===== src/rtl/adft_pkg.sv =====
package adft_pkg;

    // Frame geometry
    localparam int FrameLen   = 16;
    localparam int PosW       = 5;                 // alarm frame + data frame positions
    localparam int QueueDepth = 2;

    localparam logic [7:0] AlarmByte = 8'hFF;
    localparam int         AlarmHead = 3;          // leading 0xFF bytes of an alarm frame

    // Configuration register indexes
    typedef enum logic [2:0] {
        CFG_VOLT_CH   = 3'd0,
        CFG_TEMP_CH   = 3'd1,
        CFG_DECIMATE  = 3'd2,
        CFG_VLIMIT    = 3'd3,
        CFG_TRIP      = 3'd4
    } t_cfg_reg;

    localparam logic [7:0]  RstVoltCh   = 8'd6;
    localparam logic [7:0]  RstTempCh   = 8'd23;
    localparam logic [15:0] RstDecimate = 16'd3;
    localparam logic [11:0] RstVLimit   = 12'd819;
    localparam logic [15:0] RstTrip     = 16'd3;

    // Input beat
    typedef struct packed {
        logic [7:0]  channel;
        logic [11:0] sample;
    } t_in;

    // Output beat
    typedef struct packed {
        logic [7:0] tx_byte;
        logic       last;
        logic       dac_clear;
    } t_out;

    // Work handed from front to back: one data frame, optionally preceded by an alarm frame
    typedef struct packed {
        logic        alarm;
        logic [7:0]  channel;
        logic [11:0] sample;
    } t_job;

    // Queue head as seen by the back end
    typedef struct packed {
        logic valid;
        t_job job;
    } t_head;

endpackage


===== src/rtl/adc_decimate_frame_overvolt_trip_unit.sv =====
// ADC decimation and over-voltage trip. Each accepted conversion beat is routed to the
// voltage or temperature channel; every (decimation_count+1)-th sample of a channel is sent
// as a 16-byte frame (channel, sample low byte, sample high nibble, 13 zeros). Decimated
// voltage samples feed an over-limit qualifier; on a trip a 16-byte alarm frame
// (FF FF FF, 13 zeros, dac_clear on its first byte) goes out ahead of the data frame.
// Input beats are accepted one per cycle while the two-entry job queue has room; beats that
// produce no frame never enter the queue. The back-end serializer drives one output byte per
// cycle while the output is not stalled, so a framed sample takes 16 bytes and a trip 32 bytes
// of output; last marks the final byte of each sample's run. Configuration writes take effect
// at the next edge and must be made while no bytes are pending.
module adc_decimate_frame_overvolt_trip_unit (
    input  logic             i_clk,
    input  logic             i_rst_n,
    input  logic             i_cfg_we,
    input  logic [2:0]       i_cfg_idx,
    input  logic [15:0]      i_cfg_data,
    input  logic             i_in_valid,
    output logic             o_in_ready,
    input  adft_pkg::t_in    i_in,
    output logic             o_out_valid,
    input  logic             i_out_ready,
    output adft_pkg::t_out   o_out
);
    import adft_pkg::*;

    logic  push, pop, full, accept;
    t_job  job;
    t_head head;

    assign o_in_ready = !full;
    assign accept     = i_in_valid && o_in_ready;

    adft_front u_front (
        .i_clk      (i_clk),
        .i_rst_n    (i_rst_n),
        .i_cfg_we   (i_cfg_we),
        .i_cfg_idx  (i_cfg_idx),
        .i_cfg_data (i_cfg_data),
        .i_accept   (accept),
        .i_in       (i_in),
        .o_push     (push),
        .o_job      (job)
    );

    adft_queue u_queue (
        .i_clk   (i_clk),
        .i_rst_n (i_rst_n),
        .i_push  (push),
        .i_job   (job),
        .i_pop   (pop),
        .o_full  (full),
        .o_head  (head)
    );

    adft_back u_back (
        .i_clk       (i_clk),
        .i_rst_n     (i_rst_n),
        .i_head      (head),
        .o_pop       (pop),
        .o_out_valid (o_out_valid),
        .i_out_ready (i_out_ready),
        .o_out       (o_out)
    );

    // The DAC clear beat is always the first alarm byte
    a_clr_is_alarm: assert property (@(posedge i_clk) disable iff (!i_rst_n)
        o_out_valid && o_out.dac_clear |-> o_out.tx_byte == AlarmByte && !o_out.last)
        else $error("dac_clear on a non-alarm byte");

    // Every run ends in a zero padding byte
    a_last_zero: assert property (@(posedge i_clk) disable iff (!i_rst_n)
        o_out_valid && o_out.last |-> o_out.tx_byte == 8'd0 && !o_out.dac_clear)
        else $error("last on a non-padding byte");

    // The first alarm byte (dac_clear), once taken, is followed by more of the run
    a_run_continues: assert property (@(posedge i_clk) disable iff (!i_rst_n)
        o_out_valid && i_out_ready && o_out.dac_clear |=> o_out_valid)
        else $error("run broken after dac_clear");

endmodule


===== src/rtl/adft_front.sv =====
module adft_front (
    input  logic                 i_clk,
    input  logic                 i_rst_n,
    input  logic                 i_cfg_we,
    input  logic [2:0]           i_cfg_idx,
    input  logic [15:0]          i_cfg_data,
    input  logic                 i_accept,
    input  adft_pkg::t_in        i_in,
    output logic                 o_push,
    output adft_pkg::t_job       o_job
);
    import adft_pkg::*;

    logic [7:0]  r_volt_ch, r_temp_ch;
    logic [15:0] r_decimate, r_trip;
    logic [11:0] r_vlimit;
    logic [15:0] r_vskip, r_tskip, r_exceed, r_within;
    logic [15:0] n_vskip, n_tskip, n_exceed, n_within;
    logic [15:0] within_inc;
    logic        is_temp, is_volt, temp_hit, volt_hit, over, alarm;

    // Classify the beat and work out counter updates
    always_comb begin
        is_temp    = (i_in.channel == r_temp_ch);
        is_volt    = !is_temp && (i_in.channel == r_volt_ch);
        temp_hit   = is_temp && (r_tskip == r_decimate);
        volt_hit   = is_volt && (r_vskip == r_decimate);
        over       = (i_in.sample > r_vlimit);
        alarm      = volt_hit && over && (r_exceed == r_trip);
        within_inc = r_within + 16'd1;

        n_tskip  = r_tskip;
        n_vskip  = r_vskip;
        n_exceed = r_exceed;
        n_within = r_within;

        if (is_temp) begin
            n_tskip = temp_hit ? 16'd0 : r_tskip + 16'd1;
        end
        if (is_volt) begin
            n_vskip = volt_hit ? 16'd0 : r_vskip + 16'd1;
        end
        // Over-limit qualifier runs only on decimated voltage samples
        if (volt_hit) begin
            if (over) begin
                n_exceed = alarm ? 16'd0 : r_exceed + 16'd1;
            end else if (within_inc == r_trip) begin
                n_within = 16'd0;
                n_exceed = 16'd0;
            end else begin
                n_within = within_inc;
            end
        end
    end

    assign o_push        = i_accept && (temp_hit || volt_hit);
    assign o_job.alarm   = alarm;
    assign o_job.channel = i_in.channel;
    assign o_job.sample  = i_in.sample;

    // Configuration registers
    always_ff @(posedge i_clk) begin
        if (!i_rst_n) begin
            r_volt_ch  <= RstVoltCh;
            r_temp_ch  <= RstTempCh;
            r_decimate <= RstDecimate;
            r_vlimit   <= RstVLimit;
            r_trip     <= RstTrip;
        end else if (i_cfg_we) begin
            unique case (t_cfg_reg'(i_cfg_idx))
                CFG_VOLT_CH:  r_volt_ch  <= i_cfg_data[7:0];
                CFG_TEMP_CH:  r_temp_ch  <= i_cfg_data[7:0];
                CFG_DECIMATE: r_decimate <= i_cfg_data;
                CFG_VLIMIT:   r_vlimit   <= i_cfg_data[11:0];
                CFG_TRIP:     r_trip     <= i_cfg_data;
                default: ;
            endcase
        end
    end

    // Advance counters on each accepted beat
    always_ff @(posedge i_clk) begin
        if (!i_rst_n) begin
            r_vskip  <= '0;
            r_tskip  <= '0;
            r_exceed <= '0;
            r_within <= '0;
        end else if (i_accept) begin
            r_vskip  <= n_vskip;
            r_tskip  <= n_tskip;
            r_exceed <= n_exceed;
            r_within <= n_within;
        end
    end

endmodule


===== src/rtl/adft_queue.sv =====
module adft_queue (
    input  logic             i_clk,
    input  logic             i_rst_n,
    input  logic             i_push,
    input  adft_pkg::t_job   i_job,
    input  logic             i_pop,
    output logic             o_full,
    output adft_pkg::t_head  o_head
);
    import adft_pkg::*;

    localparam int PtrW = $clog2(QueueDepth);

    t_job             r_mem [QueueDepth];
    logic [PtrW-1:0]  r_wp, r_rp;
    logic [PtrW:0]    r_cnt;
    logic             do_push, do_pop;

    assign o_full       = (r_cnt == (PtrW+1)'(QueueDepth));
    assign o_head.valid = (r_cnt != '0);
    assign o_head.job   = r_mem[r_rp];
    assign do_push      = i_push && !o_full;
    assign do_pop       = i_pop && o_head.valid;

    // Store pushed jobs
    always_ff @(posedge i_clk) begin
        if (do_push) begin
            r_mem[r_wp] <= i_job;
        end
    end

    // Track pointers and fill level
    always_ff @(posedge i_clk) begin
        if (!i_rst_n) begin
            r_wp  <= '0;
            r_rp  <= '0;
            r_cnt <= '0;
        end else begin
            if (do_push) begin
                r_wp <= (r_wp == PtrW'(QueueDepth - 1)) ? '0 : r_wp + 1'b1;
            end
            if (do_pop) begin
                r_rp <= (r_rp == PtrW'(QueueDepth - 1)) ? '0 : r_rp + 1'b1;
            end
            unique case ({do_push, do_pop})
                2'b10:   r_cnt <= r_cnt + 1'b1;
                2'b01:   r_cnt <= r_cnt - 1'b1;
                default: r_cnt <= r_cnt;
            endcase
        end
    end

endmodule


===== src/rtl/adft_back.sv =====
module adft_back (
    input  logic             i_clk,
    input  logic             i_rst_n,
    input  adft_pkg::t_head  i_head,
    output logic             o_pop,
    output logic             o_out_valid,
    input  logic             i_out_ready,
    output adft_pkg::t_out   o_out
);
    import adft_pkg::*;

    localparam logic [PosW-1:0] LastPos  = PosW'(2 * FrameLen - 1);
    localparam logic [PosW-1:0] DataPos  = PosW'(FrameLen);

    logic [PosW-1:0] r_pos;
    logic            r_active;
    logic            r_out_valid;
    t_out            r_out;
    logic [PosW-1:0] pos;
    logic [3:0]      k;
    logic            advance;
    t_out            n_out;

    // Current byte position: a fresh job without alarm starts at the data frame
    always_comb begin
        pos     = r_active ? r_pos : (i_head.job.alarm ? '0 : DataPos);
        k       = pos[3:0];
        advance = !r_out_valid || i_out_ready;
        o_pop   = advance && i_head.valid && (pos == LastPos);

        n_out.last      = (pos == LastPos);
        n_out.dac_clear = (pos == '0);
        n_out.tx_byte   = '0;
        if (!pos[PosW-1]) begin
            if (k < 4'(AlarmHead)) begin
                n_out.tx_byte = AlarmByte;
            end
        end else begin
            unique case (k)
                4'd0:    n_out.tx_byte = i_head.job.channel;
                4'd1:    n_out.tx_byte = i_head.job.sample[7:0];
                4'd2:    n_out.tx_byte = {4'b0, i_head.job.sample[11:8]};
                default: n_out.tx_byte = '0;
            endcase
        end
    end

    // Serialize the head job one beat per cycle into the output register while not stalled
    always_ff @(posedge i_clk) begin
        if (!i_rst_n) begin
            r_pos       <= '0;
            r_active    <= 1'b0;
            r_out_valid <= 1'b0;
        end else if (advance) begin
            r_out_valid <= i_head.valid;
            if (i_head.valid) begin
                if (pos == LastPos) begin
                    r_active <= 1'b0;
                end else begin
                    r_active <= 1'b1;
                    r_pos    <= pos + 1'b1;
                end
            end
        end
    end

    // Hold the payload until taken
    always_ff @(posedge i_clk) begin
        if (advance) begin
            r_out <= n_out;
        end
    end

    assign o_out_valid = r_out_valid;
    assign o_out       = r_out;

endmodule

===== config.mk =====
export PLATFORM = sky130hd
export DESIGN_NAME = adc_decimate_frame_overvolt_trip_unit
export DESIGN_NICKNAME = d
export VERILOG_FILES = /design/src/rtl/adft_pkg.sv /design/src/rtl/adc_decimate_frame_overvolt_trip_unit.sv /design/src/rtl/adft_front.sv /design/src/rtl/adft_queue.sv /design/src/rtl/adft_back.sv
export SDC_FILE = /design/constraint.sdc
export NUM_CORES = 1
export LEC_CHECK = 0
export BUFFER_PORTS_ARGS = -buffer_cell sky130_fd_sc_hd__buf_2
export CORE_MARGIN = 5
export CORE_UTILIZATION = 32
export CTS_CLUSTER_SIZE = 24
export DETAILED_ROUTE_END_ITERATION = 16
export RECOVER_POWER = 100
export SETUP_SLACK_MARGIN = 0.02
export SKIP_LAST_GASP = 1
export SYNTH_ARGS = -nofsm -noshare
export SYNTH_HDL_FRONTEND = slang
export SYNTH_HIERARCHICAL = 1
export SYNTH_SLANG_ARGS = --single-unit

===== constraint.sdc =====
create_clock -name i_clk -period 4.6 [get_ports i_clk]
set_input_delay 0.92 -clock i_clk [delete_from_list [all_inputs] [get_ports i_clk]]
set_output_delay 0.92 -clock i_clk [all_outputs]
set_load 0.05 [all_outputs]

==> results of run 1 <==
## registers in the layout, indices dropped and copies added, names as in the netlist, 2 cells and up, named ones only
register and cells:
u_front/r_volt_ch 8, u_back/r_pos 5, u_queue/r_mem 42, u_front/r_within 16
u_back/o_out 10, u_front/r_decimate 16, u_queue/r_cnt 2, u_front/r_exceed 16
u_front/r_vskip 16, u_front/r_trip 16, u_front/r_temp_ch 8, u_front/r_tskip 16
u_front/r_vlimit 12
## cells by family after synthesis
group,after synthesis,synth area share
AND/OR/NAND/NOR,451,0.230
multiplexers,21,0.0242
flip-flops,188,0.438
XOR/XNOR,110,0.0985
adder cells (fa/ha/maj),21,0.0269
buffers and inverters,111,0.0560
AO/OA/AOI/OAI,192,0.126
## cell usage in the layout, fill, tap and decap left out, types with 7 or more instances in the layout
master	Yosys	layout
nor3_1	30	30
xor2_1	36	36
a21oi_1	69	69
nand3_1	46	46
o211ai_1	9	9
xnor2_1	74	74
inv_1	33	32
ha_1	21	21
mux2_2	21	20
a31oi_1	11	11
clkbuf_1	32	42
nand2_1	175	175
or3_1	14	14
buf_2	9	21
o21ai_0	43	45
and2_1	10	8
o31ai_1	11	10
nand3b_1	8	8
clkbuf_16	0	20
nand4_1	34	34
edfxtp_1	52	52
or2_2	7	7
nor4_1	17	17
nor2_1	54	54
nor2b_1	8	9
and3_1	20	20
dfxtp_1	136	136
## Yosys cell counts, types with 6 or more instances
cell type	instances
mux2_2	21
edfxtp_1	52
inv_1	33
clkbuf_1	32
and2_1	10
o31ai_1	11
xnor2_1	74
buf_4	26
o21ai_0	43
o211ai_1	9
nor4_1	17
a31oi_1	11
nand4_1	34
nor2_1	54
dfxtp_1	136
and3_1	20
or3_1	14
nand3_1	46
a21oi_1	69
a41oi_2	6
nor2b_1	8
buf_1	6
buf_2	9
nand2_1	175
nor3_1	30
ha_1	21
nand3b_1	8
xor2_1	36
or2_2	7
## worst min-delay path, stage by stage, from the launching register on
cell and delay [ps]:
dfxtp_1 310, nand2_1 50, a21oi_1 50
## metrics by stage
| stage | total power, mW | hold slack [ps] | util | setup slack [ps] | std cells |
|---|---|---|---|---|---|
| 3_5_place_dp | 1.96 | 447 | 0.337 | 937 | 1481 |
| 5_1_grt | 3.60 | 484 | 0.355 | 586 | 1513 |
| 6_report | 3.47 | 457 | 0.355 | 846 | 1513 |
| 3_3_place_gp | 1.96 | 445 | 0.337 | 990 | 1481 |
| 4_1_cts | 3.51 | 456 | 0.358 | 1400 | 1513 |
| 2_1_floorplan | 1.89 | 436 | - | 1060 | 1094 |
## final cells by class
class,count,area share
clock buffers,20,0.0464
clock inverters,12,0.0123
inverters,35,0.0122
multi-input cells,795,0.459
flip-flops and latches,188,0.397
well taps,396,0.0459
repair buffers,67,0.0271
## worst max-delay path by stage
stage	start	to	slack, ps	cells past startpoint
after global routing	flop	u_queue/r_cnt[1]	590	11
after floorplan	i_in[17]	u_queue/r_mem[0][0]	1060	10
after detailed placement	i_in[18]	u_queue/r_mem[0][9]	940	10
final	flop	u_queue/r_cnt[1]	850	11
after global placement	i_in[18]	u_queue/r_mem[0][6]	990	10
after CTS	i_in[18]	u_queue/r_mem[0][8]	1400	10
## routing by layer
metal  vias up  track usage  share of wire
met3        37       0.0295          0.054
met1      3678        0.198           0.46
met5         -            0        0.00088
met4         6       0.0511          0.027
met2       209        0.231           0.45
li1       3881            -              -
## where the power goes
part           internal (mW)  switching [mW]  leakage, nW
Clock                  0.867           0.682        0.309
Combinational         0.0591           0.133         1.81
Sequential              1.71          0.0175         1.59
Total                   2.64           0.832         3.71
==> summary.md, run 1 <==
| Metric | Value |
|---|---|
| Slowest-stage cell, CP | clkbuf_1 |
| Yosys top cell area share | 0.278 |
| Global-route wire length before repair | 39.8 mm |
| Synth-to-Final Area Change | 10.2% |
| # port buffers | 55 |
| Fin crit share | 0.816 |
| DP Area | 10,200 um2 |
| Worst vdd rail ir drop | 0.239 mV |
| Sum Neg Setup Slack | 0 ps |
| Root Driver | clkbuf_16 |
| Crit path top cell by count | ha_1 |
| CTS max path bufs | 2 |
| FF+latch area | 4280 um2 |
| R2r setup slk | 850 ps |
| Pwr/cell area | 322 nW/um2 |
| Number of library cell types mapped by synthesis | between 70 and 80 |
| Yosys top cell by area | dfxtp_1 |
| Post-cts sizing count | 0 |
| R2R depth | 11 |
| Yosys warning count | 6 |
| Async SR Flop Fraction | 0 |
| Ports | 56 |
| Drt drc | 0 |
| Clock Latency Late Sink | 430 ps |
| RSZ-0062 raised after global routing | no |
| Status | finished, violations left |
| Hold Crit Class | flop to flop |
| H-tree depth | 4 |
| Total Routing Usage GR | 0.145 |
| WP buf/inv | 2 |
| Post-synthesis cell area | 9780 um2 |
| Total core area | 30,300 um2 |
| Wire length per cell | around 16 um |
| Gate Count Post-Synth | 1,094 |
| Hold Vio Cnt, Final | 0 |
| Clk slew on worst S/H paths | ~80 ps |
| Multi-input gate area | 4950 um2 |
| FP Rows | 64 |
| Worst hold path depth | 2 |
| Final Critical Period | about 3800 ps |
| Slew Viols, Final | 103 |
| Largest net degree at the start of global routing | 46 |
| Maximum achievable frequency | between 200 and 300 MHz |
| Mapped Nets | 1,159 |
| Worst-margin pin slew | roughly 2000 ps |
| Crit Path Class | flop to flop |
| Routed via count | 7,811 |
| Fraction of layout cells with a size suffix above 1 | 0.0940 |
| Grt ovf | 0 |
| Family with the most delay on the worst path | simple AND/OR/NAND/NOR gates |
| Crit path DAT | 4110 ps |
| Failing checks | max-capacitance violations, max-slew violations |
| CP peak stage delay | approximately 900 ps |
| Gpl congestion | just under 0.9 |
| Width of the die | 185 um |
| Max_cap viols | 3 |
| Most used DFF post-synth | dfxtp_1 |
| Crit path max fanout | 21 |
| Drt total wl | 24.9 mm |
| Total setup buffers inserted after CTS | 0 |
| Fill cells | 3,070 |
| Cells along the critical path | clkbuf_1 > mux2_1 > and2b_4 > or2_1 > inv_1 > ha_1 > and3_1 > o21a_1 > ha_1 > or3_1 > a21boi_1 |
| Die Area | 34,200 um2 |
| Hpwl dp | 18.1 mm |
| Post-route ant nets | 0 |
| Sequential area share after synthesis | 0.438 |
| CTS tree | done |
| Starting Density | 0.322 |
| Post-synthesis average cell area | 8.94 um2 |
| # setup viols final | 0 |
| Crit path required time | between 4000 and 5000 ps |
| EDFF count, synth | 52 |
| Critical Path Source Type | flop |
| Vias in the first global route | 7,239 |
| Initial antenna violation count | 3 |
| DR iter-0 viols | 673 |
| Min-delay src | u_front/r_vlimit[6] |
| Final instance area | 10,800 um2 |
| Leakage | between 3 and 4 nW |
| Quantity of hold-fixing buffers added after cts | 0 |
| #FFs+latches synth | ~190 |
| Die H | 185 um |
| Clock Sinks | 188 |
| Total Nets Final | 1,169 |
| Final Skew | 12.7 ps |
| Worst hold endpoint | u_front/r_vlimit[6] |
| Ant. Diodes | 0 |
| Max-slew headroom | -0.310 |
| Reg-to-reg critical path endpoint | u_queue/r_cnt[1] |
| Main area contributors after synthesis | dfxtp_1, edfxtp_1, nand2_1 |
| Critical Path End Type | flop |
| Vias per cell | 5.16 |
| Drt pass-1 iters | 5 |
| CTS buffer count | 17 |
Note: power is estimated with default switching activity, not from simulation.
==> run 2: changes to the inputs <==
==> constraint.sdc (replaced) <==
create_clock -name i_clk -period 3.9 [get_ports i_clk]
set_input_delay 0.78 -clock i_clk [delete_from_list [all_inputs] [get_ports i_clk]]
set_output_delay 0.78 -clock i_clk [all_outputs]
set_load 0.05 [all_outputs]
==> summary.md, run 2 (synthesized netlist as in run 1, its figures left out) <==
| Metric | Value |
|---|---|
| Status | complete, no violations |
| Crit path required time | 4190 ps |
| Crit Path Class | flop to flop |
| Total Nets Final | 1,177 |
| Reg-to-reg critical path endpoint | u_front/r_exceed[11] |
| Clock power share | 0.437 |
| RSZ-0062 raised after global routing | no |
| Global-route wire length before repair | 40.6 mm |
| Hold Crit Class | flop to flop |
| Clk slew on worst S/H paths | 80 ps |
| Max reg flops | 42 |
| Routed via count | approximately 7,800 |
| DR iter-0 viols | between 600 and 700 |
| R2R depth | 7 |
| Sum Neg Setup Slack | 0 ps |
| Reg power frac | 0.506 |
| Width of the die | 185 um |
| Maximum achievable frequency | 307 MHz |
| Max-slew headroom | 0.157 |
| Post-cts sizing count | 0 |
| Leakage | 3.73 nW |
| Max_cap viols | 0 |
| Hpwl dp | 18.6 mm |
| Worst hold path depth | 2 |
| Fill cells | 3,079 |
| Comb power frac | 0.057 |
| CTS buffer count | 17 |
| H-tree depth | 4 |
| Number of cells after detailed placement | 1,489 |
| Clock Latency Late Sink | 440 ps |
| Grt ovf | 0 |
| # port buffers | 55 |
| Most frequent cells in the layout | nand2_1, dfxtp_1, xnor2_1 |
| Crit path DAT | 3550 ps |
| Total setup buffers inserted after CTS | 0 |
| Total Routing Usage GR | 0.149 |
| Fin crit share | 0.836 |
| Total core area | 30,300 um2 |
| Pint | 3.03 mW |
| Worst r2r src | u_front/r_within[5] |
| Vias in the first global route | about 7,500 |
| Slew Viols, Final | 0 |
| Synth-to-Final Area Change | 9.98% |
| Reg with most FFs | u_queue/r_mem |
| Root Driver | clkbuf_16 |
| Gpl congestion | 0.850 |
| R2r setup slk | 640 ps |
| Drt pass-1 iters | 5 |
| Ports | 56 |
| CTS max path bufs | 2 |
| Worst vdd rail ir drop | 0.264 mV |
| Starting Density | 0.322 |
| Critical Path Source Type | flop |
| Die H | 185 um |
| Fin util | 0.354 |
| Post-route ant nets | 0 |
| Vias per cell | 5.16 |
| CTS tree | done |
| Critical Path End Type | flop |
| Worst hold endpoint | u_front/r_vlimit[10] |
| Wire length per cell | 16.8 um |
| Drt drc | 0 |
| Initial antenna violation count | 2 |
| Fin cells | 1,522 |
| Switch Pwr | 0.999 mW |
| Commonest non-fill, non-tap cell in the layout | nand2_1 |
| Crit path max fanout | 22 |
| Die Area | 34,200 um2 |
| Final Skew | 13.7 ps |
| Final Critical Period | 3260 ps |
| FP Rows | 64 |
| Hold Vio Cnt, Final | 0 |
| Drt total wl | about 25 mm |
| Pwr/cell area | between 300 and 400 nW/um2 |
| Worst-margin pin slew | between 1000 and 1500 ps |
| # setup viols final | 0 |
| Min-delay src | u_front/r_vlimit[10] |
| Quantity of hold-fixing buffers added after cts | 0 |
| Switching Fraction | 0.248 |
| Largest net degree at the start of global routing | 43 |
| Clock Sinks | 188 |
| Fraction of layout cells with a size suffix above 1 | 0.0924 |
## run 2: changes by cell type in the layout (fill, tap and decap cells not counted), moves of 2 or more
cell	before	now
a41oi_2	6	1
a41oi_1	4	9
or2_0	0	2
buf_4	4	12
## run 2: final cells by class
type / instances / area, um2 / area share
Clock inverter: 12 / 114 / 0.0106
Multi-Input combinational cell: 795 / 4890 / 0.454
Sequential cell: 188 / 4280 / 0.398
Inverter: 35 / 131 / 0.0122
Tap cell: 396 / 495 / 0.0461
Clock buffer: 20 / 489 / 0.0455
Antenna cell: 1 / 2.50 / 0.000233
Timing Repair Buffer: 75 / 354 / 0.0329
## run 2: per-layer routing
layer	global-route usage	wire, um
met2	0.244	12000
met1	0.199	11700
met5	0	14
met3	0.0293	1320
met4	0.0473	476
## run 2: how the worst max path moves through the flow
stage / startpoint / end / cells past startpoint
final: u_front/r_within[5] / u_front/r_exceed[11] / 7
after global routing: u_front/r_within[5] / u_front/r_exceed[11] / 7
after CTS: u_front/r_within[5] / u_front/r_exceed[11] / 7
after detailed placement: i_in[18] / u_front/r_within[15] / 7
after global placement: i_in[17] / u_front/r_within[1] / 8
after floorplan: i_in[17] / u_queue/r_mem[0][0] / 10
## run 2: power groups by stage
stage / sequential [mW] / combinational (mW) / clock [mW]
2_1_floorplan: 2.07 / 0.159 / 0
3_3_place_gp: 2.08 / 0.233 / 0
3_5_place_dp: 2.08 / 0.236 / 0
4_1_cts: 2.04 / 0.238 / 1.80
5_1_grt: 2.04 / 0.253 / 1.87
6_report: 2.04 / 0.230 / 1.76
## run 2: worst max-delay path: stages (launching register included)
cell and delay (ps):
dfxtp_1 550, nand4_1 330, nor4_1 620, xnor2_1 240, o21ai_0 140, or4_4 700
nand2_2 360, a41oi_1 170
## run 2: through the flow
step                setup slack, ps  area, um2  total power, mW  hold slack (ps)
floorplan                       505       9780             2.23              436
global placement                598      10300             2.32              445
detailed placement              463      10300             2.32              457
CTS                             733      10900             4.07              467
global route                    286      10800             4.16              485
finish                          638      10800             4.03              465
==> run 3: changes to the inputs <==
==> constraint.sdc (replaced) <==
create_clock -name i_clk -period 3.35 [get_ports i_clk]
set_input_delay 0.67 -clock i_clk [delete_from_list [all_inputs] [get_ports i_clk]]
set_output_delay 0.67 -clock i_clk [all_outputs]
set_load 0.05 [all_outputs]
==> summary.md, run 3 (synthesized netlist as in run 1, its figures left out) <==
| Metric | Value |
|---|---|
| Hpwl dp | 18.3 mm |
| Sum Neg Setup Slack | 0 ps |
| CTS max path bufs | 2 |
| Reg power frac | 0.518 |
| WP buf/inv | 4 |
| Crit path top cell by count | inv_1 |
| Switching Fraction | 0.247 |
| Final instance area | between 10,000 and 15,000 um2 |
| Worst-margin pin slew | 1320 ps |
| Ant. Diodes | 0 |
| Hold Vio Cnt, Final | 0 |
| Crit path required time | 3410 ps |
| Reg with most FFs | u_queue/r_mem |
| CP peak stage delay | 520 ps |
| Gpl congestion | 0.846 |
| Grt ovf | 0 |
| Crit path DAT | 3050 ps |
| Hold Crit Class | flop to flop |
| Slew Viols, Final | 0 |
| Clk slew on worst S/H paths | 60 ps |
| CTS buffer count | 17 |
| Pint | 3.44 mW |
| Die Area | 34,200 um2 |
| H-tree depth | 4 |
| Switch Pwr | 1.13 mW |
| Clock power share | 0.424 |
| Max-slew headroom | 0.121 |
| Family with the most delay on the worst path | simple AND/OR/NAND/NOR gates |
| Drt total wl | 25.1 mm |
| Fin crit share | 0.892 |
| Total setup buffers inserted after CTS | 0 |
| Critical Path End Type | flop |
| Ports | 56 |
| Leakage | 3.71 nW |
| Max reg flops | 42 |
| Total Routing Usage GR | 0.148 |
| Worst vdd rail ir drop | ~0.32 mV |
| DP Area | ~10,000 um2 |
| Wire length per cell | ~17 um |
| Initial antenna violation count | 2 |
| Fin util | 0.353 |
| RSZ-0062 raised after global routing | no |
| Most frequent cells in the layout | nand2_1, dfxtp_1, xnor2_1 |
| Status | complete, no violations |
| Critical Path Source Type | primary input |
| Width of the die | 185 um |
| Vias per cell | 5.17 |
| Max_cap viols | 0 |
| Drt drc | 0 |
| Fraction of layout cells with a size suffix above 1 | 0.0924 |
| DR iter-0 viols | 545 |
| Global-route wire length before repair | 40.3 mm |
| Pwr/cell area | 427 nW/um2 |
| Root Driver | clkbuf_16 |
| Clock Sinks | between 150 and 200 |
| Total core area | 30,300 um2 |
| Maximum achievable frequency | 335 MHz |
| Comb power frac | 0.058 |
| Quantity of hold-fixing buffers added after cts | 0 |
| CTS tree | done |
| Post-route ant nets | 0 |
| # port buffers | 55 |
| Vias in the first global route | 7,545 |
| # setup viols final | 0 |
| Crit Path Class | primary input to flop |
| Die H | 185 um |
| Final Skew | 14.1 ps |
| Largest net degree at the start of global routing | 66 |
| Post-cts sizing count | 0 |
| Drt pass-1 iters | 8 |
| FP Rows | 64 |
| Slowest-stage cell, CP | nor4_1 |
| Crit path max fanout | 21 |
| Cells along the critical path | clkbuf_1 > xor2_1 > nor4_1 > o2111a_1 > nand2_1 > o21ai_0 > inv_1 > or3_1 > inv_1 > clkbuf_2 |
| Clock Latency Late Sink | between 400 and 500 ps |
| Starting Density | 0.322 |
| Commonest non-fill, non-tap cell in the layout | nand2_1 |
| Routed via count | slightly below 8,000 |
| Final Critical Period | approximately 3000 ps |
| Total Nets Final | 1,178 |
| Synth-to-Final Area Change | 9.55% |
[run 3: cell count changes in the layout (fill, tap and decap cells not counted), sizes merged]
| cell | before | now |
|---|---|---|
| clkinv | 8 | 9 |
| clkinvlp | 0 | 2 |
| diode | 1 | 0 |
| inv | 39 | 37 |
[run 3: per-stage QoR]
stage / instances / hold slack [ps] / power, mW / setup WS (ps)
5_1_grt: 1522 / 471 / 4.75 / 157
2_1_floorplan: 1094 / 436 / 2.60 / 64.6
3_5_place_dp: 1490 / 452 / 2.69 / 269
3_3_place_gp: 1490 / 446 / 2.69 / 330
4_1_cts: 1522 / 439 / 4.62 / 461
6_report: 1522 / 462 / 4.57 / 362
[run 3: cell type report]
type	count	area [um2]
Fill cell	3115	19600
Inverter	35	131
Tap cell	396	495
Clock inverter	13	109
Clock buffer	19	454
Timing Repair Buffer	76	363
Sequential cell	188	4280
Multi-Input combinational cell	795	4880
[run 3: path summary, 6_finish.rpt]
kind                            start             endpoint  slack (ps)  cells past startpoint
setup reg to reg  u_front/r_within[5]  u_front/r_exceed[3]         370                      8
hold / removal    u_front/r_vlimit[2]  u_front/r_vlimit[2]         460                      2
setup / recovery             i_in[17]  u_queue/r_mem[0][5]         360                     10
hold reg to reg   u_front/r_vlimit[2]  u_front/r_vlimit[2]         460                      2
[run 3: power groups by stage]
stage          logic, mW  clock network, mW  registers, mW
2_1_floorplan      0.186                  0           2.41
3_3_place_gp       0.271                  0           2.42
3_5_place_dp       0.275                  0           2.42
4_1_cts            0.276               1.98           2.37
5_1_grt            0.296               2.08           2.37
6_report           0.265               1.94           2.37
[run 3: worst register-to-register path, stage by stage (launching register included)]
cell	delay [ps]
dfxtp_1	560
nand4_1	320
nor4_1	380
buf_4	180
xnor2_1	140
o21ai_0	160
or4_4	610
nand2_2	310
a41oi_1	180
[run 3: metal layers]
metal / global-route usage / share of wire / wire length (um)
met5: 0 / 0.00084 / 21
met4: 0.0561 / 0.026 / 648
met3: 0.0295 / 0.055 / 1390
met2: 0.236 / 0.46 / 11600
met1: 0.199 / 0.45 / 11400
